==> src/design/rbqt_pkg.sv <==
package rbqt_pkg;

  // Fixed field widths and limits.
  localparam int MAX_PEERS     = 64;
  localparam int NUM_SLOTS_DEF = 256;
  localparam int SET_W         = 64;
  localparam int CNT_W         = 7;
  localparam int ID_W          = 6;
  localparam int SLOT_W        = 8;
  localparam int ROUND_W       = 16;
  localparam int CFG_IDX_W     = 2;
  localparam int CFG_DATA_W    = 7;

  // Message types.
  localparam logic [1:0] OP_SEND  = 2'd0;
  localparam logic [1:0] OP_ECHO  = 2'd1;
  localparam logic [1:0] OP_READY = 2'd2;

  // Configuration register indexes.
  localparam logic [CFG_IDX_W-1:0] CFG_PEER_COUNT = 2'd0;
  localparam logic [CFG_IDX_W-1:0] CFG_SELF_ID    = 2'd1;

  // Reset values of the configuration registers.
  localparam logic [CNT_W-1:0] PEER_COUNT_RST = 7'd4;
  localparam logic [ID_W-1:0]  SELF_ID_RST    = 6'd0;

  typedef struct packed {
    logic [1:0]         op;
    logic [ID_W-1:0]    source_id;
    logic [SLOT_W-1:0]  msg_slot;
    logic               fault_flag;
    logic [ROUND_W-1:0] current_round;
    logic [ROUND_W-1:0] submitted_round;
  } in_item_t;

  typedef struct packed {
    logic               send_echo;
    logic               send_ready;
    logic               deliver;
    logic [SLOT_W-1:0]  out_slot;
    logic [ROUND_W-1:0] latency;
    logic [ROUND_W-1:0] delivered_total;
  } out_item_t;

  // Quorum thresholds derived from the peer count.
  typedef struct packed {
    logic [CNT_W-1:0] echo_q;
    logic [CNT_W-1:0] ready_q;
    logic [CNT_W-1:0] deliver_q;
  } quorum_t;

  // One classified item as it waits between the front and the back.
  typedef struct packed {
    logic               ignore;
    logic [1:0]         op;
    logic [ID_W-1:0]    source_id;
    logic [SLOT_W-1:0]  msg_slot;
    logic [ROUND_W-1:0] current_round;
    logic [ROUND_W-1:0] submitted_round;
    logic [ID_W-1:0]    self_id;
    quorum_t            quorum;
  } work_item_t;

  // Per-slot record held in the slot memory.
  typedef struct packed {
    logic [SET_W-1:0] echo_set;
    logic [SET_W-1:0] ready_set;
    logic [CNT_W-1:0] echo_count;
    logic [CNT_W-1:0] ready_count;
    logic             delivered;
  } slot_state_t;

  typedef enum logic [1:0] {
    BK_CLEAR,
    BK_FETCH,
    BK_EXEC
  } back_state_t;

  // Thresholds for n peers: t = (n-1)/3, echo (n+t)/2+1, ready t+1, deliver 2t+1.
  // The divide by three is a multiply by 43 and a shift, exact for n-1 below 64.
  function automatic quorum_t calc_quorum(input logic [CNT_W-1:0] peer_count);
    logic [CNT_W-1:0] n;
    logic [12:0]      prod;
    logic [CNT_W-1:0] t;
    logic [CNT_W-1:0] sum;
    quorum_t          q;
    if (peer_count == '0) begin
      n = CNT_W'(1);
    end else if (peer_count > CNT_W'(MAX_PEERS)) begin
      n = CNT_W'(MAX_PEERS);
    end else begin
      n = peer_count;
    end
    prod        = 13'(n - CNT_W'(1)) * 13'd43;
    t           = CNT_W'(prod >> 7);
    sum         = n + t;
    q.echo_q    = (sum >> 1) + CNT_W'(1);
    q.ready_q   = t + CNT_W'(1);
    q.deliver_q = (t << 1) + CNT_W'(1);
    return q;
  endfunction

endpackage

==> src/design/rbqt_queue.sv <==
module rbqt_queue (
  input  logic                   clk,
  input  logic                   rst,
  input  logic                   push_valid,
  output logic                   push_ready,
  input  rbqt_pkg::work_item_t   push_data,
  input  logic                   pop,
  output logic                   pop_valid,
  output rbqt_pkg::work_item_t   pop_data
);
  import rbqt_pkg::*;

  work_item_t slots [2];
  logic       wr_ptr;
  logic       rd_ptr;
  logic [1:0] count;
  logic       do_push;
  logic       do_pop;

  assign push_ready = (count != 2'd2);
  assign pop_valid  = (count != 2'd0);
  assign pop_data   = slots[rd_ptr];
  assign do_push    = push_valid && push_ready;
  assign do_pop     = pop && pop_valid;

  // Pointers and fill count of the two-entry queue.
  always_ff @(posedge clk) begin
    if (rst) begin
      wr_ptr <= 1'b0;
      rd_ptr <= 1'b0;
      count  <= 2'd0;
    end else begin
      if (do_push) begin
        wr_ptr <= ~wr_ptr;
      end
      if (do_pop) begin
        rd_ptr <= ~rd_ptr;
      end
      if (do_push && !do_pop) begin
        count <= count + 2'd1;
      end else if (do_pop && !do_push) begin
        count <= count - 2'd1;
      end
    end
  end

  // Entry storage.
  always_ff @(posedge clk) begin
    if (do_push) begin
      slots[wr_ptr] <= push_data;
    end
  end

endmodule

==> config.mk <==
export PLATFORM = sky130hd
export DESIGN_NAME = rbqt_queue
export DESIGN_NICKNAME = d
export VERILOG_FILES = /design/src/design/rbqt_pkg.sv /design/src/design/rbqt_queue.sv
export SDC_FILE = /design/constraint.sdc
export NUM_CORES = 1
export LEC_CHECK = 0
export BUFFER_PORTS_ARGS = -buffer_cell sky130_fd_sc_hd__buf_4
export CAP_MARGIN = 20
export CORE_MARGIN = 2
export CORE_UTILIZATION = 30
export CTS_BUF_LIST = sky130_fd_sc_hd__clkbuf_8
export CTS_CLUSTER_DIAMETER = 50
export DETAILED_ROUTE_END_ITERATION = 16
export HOLD_SLACK_MARGIN = 0.08
export SLEW_MARGIN = 20
export SYNTH_ARGS = -nofsm -noshare
export SYNTH_HDL_FRONTEND = slang
export SYNTH_SLANG_ARGS = --single-unit
==> constraint.sdc <==
create_clock -name clk -period 3.85 [get_ports clk]
set_clock_uncertainty 0.15 [all_clocks]
set_input_delay 0.1925 -clock clk [delete_from_list [all_inputs] [get_ports clk]]
set_output_delay 0.1925 -clock clk [all_outputs]
set_load 0.02 [all_outputs]
==> results.yml <==
sta:
  fin_crit_ps: 2430
  setup_slack_ps: 1420
  hold_violations: 0
  period_share_pct: 63.1
  setup_viol: 0
  tns_ps: 0
  slew_headroom_pct: 31.0
  tightest_slew_ps: 1040
  report.final.slew_viol_count: 0
  rsz0062_at_grt: "false"
  max_freq_mhz: 412
placed_design:
  routabilityCongestion: 0.696
  placed_cells: 644
  place_hpwl_um: 6630
  dp_worst_setup_slack_ps: 1610
  port_buffers: 157
finish:
  drive_gt1_share_pct: 50.2
  diodes: 0
  nets: 590
  fin_cells: 754
  fillers: 1646
  area_delta_synth_final_pct: 44.7
pwr:
  pwr_density_cell_nw_per_um2: 570
  irDropWorstVdd_v: 0.000359
  leakage_nw: 3.07
route:
  drc: 0
  via_per_inst: 4.22
  drtAntennaViolNets: 0
  drt-pass1-iter-count: 4
  wl_per_cell_um: 14.8
  drt_iter0_markers: 79
  totalWireLength_um: 11100
  vias: 3179
worst_hold_path:
  hold_path.class: "input port to flip-flop"
synth:
  synth.avg_cell_area_um2: 22.0
  synth_edf_count: 152
  synthFlopType: "edfxtp_1"
  synth_async_sr_flop_share_pct: 0
  yosys.area.top_type: "edfxtp_1"
  synth_nets: 341
  yosysSeqAreaShare_pct: 81.7
  netlist_area_um2: 5710
  yosysTopAreaCellShare_pct: 79.9
  synth_seq_cells: 157
  synthTopCellsByArea: "edfxtp_1 (80%), mux2_2 (15%), dfxtp_1 (1.8%)"
  synthMostInstantiatedCell: "edfxtp_1"
  syn-instance-count: 260
  synth_cell_types: 19
  ys.warnings.count: 0
  netlist_top_cells_count: "edfxtp_1 (152), mux2_2 (76), dfxtp_1 (5)"
cts:
  cts_tree: "done"
  cts.sinks: 157
  clock_path_buffers: 2
  clkLatencyLatePin_ps: 430
  cts_made_buffers: 17
  ctsHtreeMaxLevel: 4
  cts-resized-gates: 0
  clkTransAtPathRegs_ps: 80
  clock-root-buffer: "clkbuf_8"
worst_setup_path:
  crit_chain: "mux2_2, buf_4"
  crit_arrival_ps: 2090
  cpPeakStageDelay_ps: 1050
  crit_slowest_cell: "dfxtp_4"
  start_kind: "flip-flop"
  worstPathRequired_ps: 3510
  critPathMaxFanout: 76
  critPathKind: "flip-flop to output port"
  end_kind: "output port"
floorplanning:
  fp.dieW_um: 142
  fp-row-count: 50
  core_um2: 18700
  start_util_pct: 30.5
  io_pins: 158
  die_area_um2: 20200
  dieHeight_um: 142
global_routing:
  grt_pass1_wl_um: 17100
  grt_use_total_pct: 11.3
  grt_pass1_vias: 3475
  grt_max_degree: 77
  antenna_found_initial: 0
  overflow: 0
run:
  drv_cap: 0
run_status:
  outcome: "finished clean"
## timing repair
item                                   4_1_cts  5_1_grt
hold buffers                                79        0
setup buffers                                0        0
endpoints found under the hold margin      157        0
setup endpoints to repair                    0        0
## state kept, by name (all words and copies together) (netlist names), named ones only
signal / flops
slots: 152
count: 2
rd_ptr: 1
wr_ptr: 1
## path summary, 6_finish.rpt
path                                  from  slack (ps)            to  cells after the start
worst min-delay path            push_valid         230      count[0]                      5
worst max-delay path             flip-flop        1420  pop_data[72]                      2
worst min register to register      rd_ptr         360        rd_ptr                      2
worst max register to register    count[0]        1620   slots[0][4]                      4
## metrics by stage
stage	utilization [%]	hold WS [ps]	area [um2]	total power [mW]
finish	44.2	230	8260	4.71
global route	44.2	260	8260	4.96
CTS	44.0	177	8240	4.79
detailed placement	38.2	230	7140	3.73
global placement	38.2	229	7140	3.71
floorplan	-	112	5710	3.15
## cell type report
type	instances	area (um2)	share of cell area, %
clock buffer	17	234	2.83
timing repair buffer	238	2020	24.4
inverter	1	5.00	0.0606
clock inverter	13	66.3	0.803
multi-input combinational	94	980	11.9
tap	234	293	3.54
sequential	157	4670	56.5
## routing by layer
metal	routed length (um)	vias to the layer above	GRT usage, %	share of wire, %
li1	-	1519	-	-
met1	4740	1544	13.1	42
met2	5560	106	19.3	50
met3	712	10	4.44	6.4
met4	138	0	3.84	1.2
met5	0	-	0	0
## critical path, delay by kind of cell, from the launching register on
kind     cells  cell delay [ps]
flops        1             1050
mux          1              440
buf+inv      1              160
## kinds of logic (layout without fill, tap and decap cells)
logic type	count (synthesis)	after routing	synth area share (%)
AOI/OAI and AO/OA	5	5	0.526
and+or+nand+nor	9	9	0.877
adders and majority gates	1	1	0.219
buffers and inverters	9	269	1.25
xor gates and xnor gates	3	3	0.460
DFF	157	157	81.7
muxes	76	76	15.0
## power breakdown
part	internal, mW	switching (mW)
registers	2.13	0.160
clock network	0.419	0.550
logic	0.732	0.709
total	3.29	1.42
## layout by cell type (no fill, tap or decap), types with 2 or more instances in the layout
cell type      synthesis  layout
mux2_2                76      76
o21ai_0                2       2
dfxtp_1                5       4
nor2_1                 3       3
clkbuf_8               0      17
dlygate4sd3_1          0      79
clkinv_1               0       3
clkinvlp_4             0       2
buf_4                  1     157
inv_1                  1       6
xor2_1                 3       3
a21oi_1                2       2
edfxtp_1             152     152
Power figures use the tool's default switching activity.
