<file path="config.mk">
export PLATFORM = sky130hd
export DESIGN_NAME = rbqt_front
export DESIGN_NICKNAME = d
export VERILOG_FILES = /design/src/design/rbqt_pkg.sv /design/src/design/rbqt_front.sv
export SDC_FILE = /design/constraint.sdc
export NUM_CORES = 1
export LEC_CHECK = 0
export CAP_MARGIN = 20
export CORE_MARGIN = 2
export CORE_UTILIZATION = 50
export DETAILED_ROUTE_END_ITERATION = 8
export DONT_BUFFER_PORTS = 1
export PLACE_DENSITY_LB_ADDON = 0.15
export SKIP_CTS_REPAIR_TIMING = 1
export SLEW_MARGIN = 5
export SYNTH_ARGS = -nofsm -noshare
export SYNTH_HDL_FRONTEND = slang
export SYNTH_SLANG_ARGS = --single-unit
</file>
<file path="constraint.sdc">
create_clock -name clk -period 17.1 [get_ports clk]
set_input_delay 0 -clock clk [delete_from_list [all_inputs] [get_ports clk]]
set_output_delay 0 -clock clk [all_outputs]
set_load 0.02 [all_outputs]
</file>
<file path="src/design/rbqt_pkg.sv">
package rbqt_pkg;

  // Fixed field widths and limits.
  localparam int MAX_PEERS     = 64;
  localparam int NUM_SLOTS_DEF = 256;
  localparam int SET_W         = 64;
  localparam int CNT_W         = 7;
  localparam int ID_W          = 6;
  localparam int SLOT_W        = 8;
  localparam int ROUND_W       = 16;
  localparam int CFG_IDX_W     = 2;
  localparam int CFG_DATA_W    = 7;

  // Message types.
  localparam logic [1:0] OP_SEND  = 2'd0;
  localparam logic [1:0] OP_ECHO  = 2'd1;
  localparam logic [1:0] OP_READY = 2'd2;

  // Configuration register indexes.
  localparam logic [CFG_IDX_W-1:0] CFG_PEER_COUNT = 2'd0;
  localparam logic [CFG_IDX_W-1:0] CFG_SELF_ID    = 2'd1;

  // Reset values of the configuration registers.
  localparam logic [CNT_W-1:0] PEER_COUNT_RST = 7'd4;
  localparam logic [ID_W-1:0]  SELF_ID_RST    = 6'd0;

  typedef struct packed {
    logic [1:0]         op;
    logic [ID_W-1:0]    source_id;
    logic [SLOT_W-1:0]  msg_slot;
    logic               fault_flag;
    logic [ROUND_W-1:0] current_round;
    logic [ROUND_W-1:0] submitted_round;
  } in_item_t;

  typedef struct packed {
    logic               send_echo;
    logic               send_ready;
    logic               deliver;
    logic [SLOT_W-1:0]  out_slot;
    logic [ROUND_W-1:0] latency;
    logic [ROUND_W-1:0] delivered_total;
  } out_item_t;

  // Quorum thresholds derived from the peer count.
  typedef struct packed {
    logic [CNT_W-1:0] echo_q;
    logic [CNT_W-1:0] ready_q;
    logic [CNT_W-1:0] deliver_q;
  } quorum_t;

  // One classified item as it waits between the front and the back.
  typedef struct packed {
    logic               ignore;
    logic [1:0]         op;
    logic [ID_W-1:0]    source_id;
    logic [SLOT_W-1:0]  msg_slot;
    logic [ROUND_W-1:0] current_round;
    logic [ROUND_W-1:0] submitted_round;
    logic [ID_W-1:0]    self_id;
    quorum_t            quorum;
  } work_item_t;

  // Per-slot record held in the slot memory.
  typedef struct packed {
    logic [SET_W-1:0] echo_set;
    logic [SET_W-1:0] ready_set;
    logic [CNT_W-1:0] echo_count;
    logic [CNT_W-1:0] ready_count;
    logic             delivered;
  } slot_state_t;

  typedef enum logic [1:0] {
    BK_CLEAR,
    BK_FETCH,
    BK_EXEC
  } back_state_t;

  // Thresholds for n peers: t = (n-1)/3, echo (n+t)/2+1, ready t+1, deliver 2t+1.
  // The divide by three is a multiply by 43 and a shift, exact for n-1 below 64.
  function automatic quorum_t calc_quorum(input logic [CNT_W-1:0] peer_count);
    logic [CNT_W-1:0] n;
    logic [12:0]      prod;
    logic [CNT_W-1:0] t;
    logic [CNT_W-1:0] sum;
    quorum_t          q;
    if (peer_count == '0) begin
      n = CNT_W'(1);
    end else if (peer_count > CNT_W'(MAX_PEERS)) begin
      n = CNT_W'(MAX_PEERS);
    end else begin
      n = peer_count;
    end
    prod        = 13'(n - CNT_W'(1)) * 13'd43;
    t           = CNT_W'(prod >> 7);
    sum         = n + t;
    q.echo_q    = (sum >> 1) + CNT_W'(1);
    q.ready_q   = t + CNT_W'(1);
    q.deliver_q = (t << 1) + CNT_W'(1);
    return q;
  endfunction

endpackage

</file>
<file path="src/design/rbqt_front.sv">
module rbqt_front #(
  parameter int NUM_SLOTS = rbqt_pkg::NUM_SLOTS_DEF
) (
  input  logic                                clk,
  input  logic                                rst,
  input  logic                                in_valid,
  output logic                                in_ready,
  input  rbqt_pkg::in_item_t                  in_data,
  input  logic                                cfg_we,
  input  logic [rbqt_pkg::CFG_IDX_W-1:0]      cfg_index,
  input  logic [rbqt_pkg::CFG_DATA_W-1:0]     cfg_data,
  input  logic                                clearing,
  output logic                                push_valid,
  input  logic                                push_ready,
  output rbqt_pkg::work_item_t                push_data
);
  import rbqt_pkg::*;

  logic [CNT_W-1:0] peer_count;
  logic [ID_W-1:0]  self_id;

  // Configuration registers.
  always_ff @(posedge clk) begin
    if (rst) begin
      peer_count <= PEER_COUNT_RST;
      self_id    <= SELF_ID_RST;
    end else if (cfg_we) begin
      case (cfg_index)
        CFG_PEER_COUNT: peer_count <= cfg_data;
        CFG_SELF_ID:    self_id    <= cfg_data[ID_W-1:0];
        default:        ;
      endcase
    end
  end

  // Items are held off while the slot memory is being cleared.
  assign in_ready   = push_ready && !clearing;
  assign push_valid = in_valid && !clearing;

  // Classify the item: faulty messages and slots past the memory are ignored.
  always_comb begin
    push_data.ignore          = in_data.fault_flag ||
                                (32'(in_data.msg_slot) >= 32'(NUM_SLOTS));
    push_data.op              = in_data.op;
    push_data.source_id       = in_data.source_id;
    push_data.msg_slot        = in_data.msg_slot;
    push_data.current_round   = in_data.current_round;
    push_data.submitted_round = in_data.submitted_round;
    push_data.self_id         = self_id;
    push_data.quorum          = calc_quorum(peer_count);
  end

endmodule

</file>
==> impl_metrics.json <==
{
  "setup_violations": 0,
  "synth_top_cell_area_share_pct": 18.5,
  "first_iter_violations": 31,
  "ys_seq_area_share_pct": 10.7,
  "clk_path_buf_depth": 2,
  "dpl_cell_area_um2": 2170,
  "power_uw": 567,
  "report.final.slew_viol_count": 0,
  "synth_enable_flop_cells": 0,
  "wl_per_cell_um": 14.5,
  "ios": 142,
  "crit_path_max_incr_delay_ns": 0.64,
  "finalNetCount": 362,
  "hold-path-endpoint": "push_data[49]",
  "worstSkewPairLatency_ns": 0.24,
  "max-slew-margin-rel_pct": 45.8,
  "finalHoldViolCount": 0,
  "cp.arrival_ns": 7.51,
  "h-tree-depth": 1,
  "reg2reg_depth": 3,
  "die_area_um2": 5440,
  "ff2ff_setup_slack_ns": 15.85,
  "worstPathMaxFanout": 9,
  "fmax_ghz": 0.133,
  "grt_overflow_total": 0,
  "multi_input_area_um2": 1670,
  "cp-end-kind": "output pin",
  "drive_above_1_share_pct": 7.23,
  "power_density_nw_per_um2": 246,
  "period_share_pct": 43.9,
  "ant_nets": 0,
  "synth_top_cell_by_area": "ha_1",
  "tns_ns": 0,
  "finalHoldWorstSlack_ns": 0.00000883,
  "area_growth_pct": -5.40,
  "grt.total_usage_pct": 16.7,
  "drt_wl_total_um": 4590,
  "num_vias": 1591,
  "startpoint_type": "flop",
  "yosys-top-cells-area": "ha_1 18%, buf_4 15%, dfxtp_1 11%",
  "via_per_inst": 5.03,
  "ys_seq_elements": 13,
  "synth_compound_area_share_pct": 9.66,
  "n_antenna_cell": 0,
  "rsz0062_at_grt": "no",
  "post-route-util_pct": 48.8,
  "initial_utilization_pct": 51.5,
  "synth_async_sr_flop_share_pct": 0,
  "p_leak_nw": 1.12,
  "grt_first_pass_wirelength_um": 6990,
  "synthDistinctLibCells": 47,
  "yosys_most_used_dff": "dfxtp_1",
  "cpMostUsedCell": "ha_1",
  "avgSynthCellArea_um2": 8.66,
  "cts_tree": "yes",
  "grtUsageMet1_pct": 21.2,
  "fill_cells": 480,
  "min-delay-path-class": "in -> out",
  "min_period_ns": 7.51,
  "ys_warn_count": 0,
  "drc_errors": 0,
  "die_h_um": 73.8,
  "synth_area_um2": 2430,
  "place_hpwl_um": 3890,
  "syn_inst": 281,
  "io_buffers": 0,
  "coreArea_um2": 4720,
  "clockRootBuffer": "clkbuf_8",
  "synth_adder_area_share_pct": 28.4,
  "synth.area.mux_share_pct": 5.34,
  "firstDrtPassIters": 4,
  "grt_start_max_net_pins": 15,
  "status": "complete, no violations",
  "clkTransAtPathRegs_ns": 0.05,
  "dieWidth_um": 73.8,
  "cp_slowest_cell": "xnor2_1",
  "vdd_drop_max_mv": 0.136,
  "crit_type": "reg -> out",
  "cts_sinks": 13,
  "grt.met2_usage_pct": 27.4,
  "synth_top_family_by_area": "adder cells",
  "synthXorXnorAreaFrac_pct": 8.89,
  "yosys.area_share.simple_pct": 15.3,
  "yosysMostFrequentCell": "buf_4",
  "busiest_layer": "met2",
  "reg2reg_from": "self_id[4]$_SDFFE_PP0P_",
  "drv_cap": 0,
  "clock-skew-final_ns": 0,
  "grt_pass1_vias": 1498,
  "cts_made_buffers": 3,
  "antenna_found_initial": 0,
  "min_from": "in_data[22]",
  "worstMarginPinSlew_ns": 0.808,
  "hold_depth": 0,
  "r2r_end": "self_id[4]$_SDFFE_PP0P_",
  "place.gp.congestion": 0.827,
  "postLayoutCellArea_um2": 2300,
  "ys_top_cells_by_count": "50 x buf_4, 36 x ha_1, 36 x inv_1",
  "worstPathRequired_ns": 17.10,
  "grtUsageMet3_pct": 3.84,
  "final-seq-area_um2": 260,
  "fp-row-count": 25
}
-- area by class of cell --
type                            count  share of cell area (%)
Clock buffer                        4                    1.96
Tap cell                           67                    3.64
Inverter                           36                    5.87
Multi-Input combinational cell    185                    72.7
Timing Repair Buffer               11                    4.56
Sequential cell                    13                    11.3
-- sequential cells by signal, summed over array words and instances, names as in the netlist --
name / flops
self_id: 6
peer_count: 7
-- worst max path at each step --
| stage | from | to | slack, ns | cells after the start |
|---|---|---|---|---|
| 3_5_place_dp | peer_count[2]$_SDFFE_PP1P_ | push_data[19] | 9.84 | 28 |
| 2_1_floorplan | peer_count[2]$_SDFFE_PP1P_ | push_data[19] | 10.52 | 28 |
| 5_1_grt | peer_count[2]$_SDFFE_PP1P_ | push_data[19] | 9.01 | 28 |
| 6_report | peer_count[2]$_SDFFE_PP1P_ | push_data[19] | 9.59 | 28 |
| 3_3_place_gp | peer_count[1]$_SDFFE_PP0P_ | push_data[19] | 10.06 | 28 |
| 4_1_cts | peer_count[2]$_SDFFE_PP1P_ | push_data[19] | 9.59 | 28 |
-- worst max-delay path: cells and delay by family, from the launching register on --
family / cells / cell delay [ns]
xor gates and xnor gates: 3 / 1.29
buffers and inverters: 2 / 0.10
DFF: 1 / 0.34
AOI/OAI and AO/OA: 9 / 1.81
and+or+nand+nor: 7 / 1.01
adders and majority gates: 7 / 2.73
-- where the power goes --
part	internal (mW)	leakage (nW)	total (mW)	switching [mW]
logic	0.169	0.996	0.507	0.338
registers	0.0314	0.106	0.0332	0.00175
clock network	0.0164	0.0228	0.0271	0.0106
-- cells by family (layout without fill, tap and decap cells) --
logic type | Yosys count | after routing
adder cells (fa/ha/maj) | 48 | 48
buffers and inverters | 89 | 51
AND/OR/NAND/NOR | 64 | 64
multiplexers | 13 | 13
other | 2 | 8
AO/OA/AOI/OAI | 29 | 29
XOR/XNOR | 23 | 23
flip-flops | 13 | 13
-- per-stage QoR --
step,std cells,setup WS [ns]
3_5_place_dp,303,9.84
2_1_floorplan,287,10.52
6_report,316,9.59
5_1_grt,316,9.01
4_1_cts,307,9.59
3_3_place_gp,303,10.06
-- routing by layer --
layer  vias up  routed length, µm
li1        798                  -
met1       725               1990
met2        50               2170
met3        18                315
met4         0                105
met5         -                  0
-- layout by cell type (no fill, tap or decap), types with 2 or more instances in the layout --
cell type	count
nor3_1	3
nand2_1	8
and3_1	3
xnor2_1	10
dlygate4sd3_1	9
mux2i_1	13
conb_1	8
fa_1	12
o31ai_4	2
xor2_1	11
buf_4	2
and2_1	2
nand3b_1	3
nor2b_1	9
dfxtp_1	13
clkbuf_8	3
nand4_1	2
nand2b_1	3
nor3b_1	2
o21bai_1	3
nor2_1	20
nand3_1	2
o21ai_0	3
ha_1	36
inv_1	36
a21oi_1	10
No activity file was read; power rests on OpenSTA's default activity.
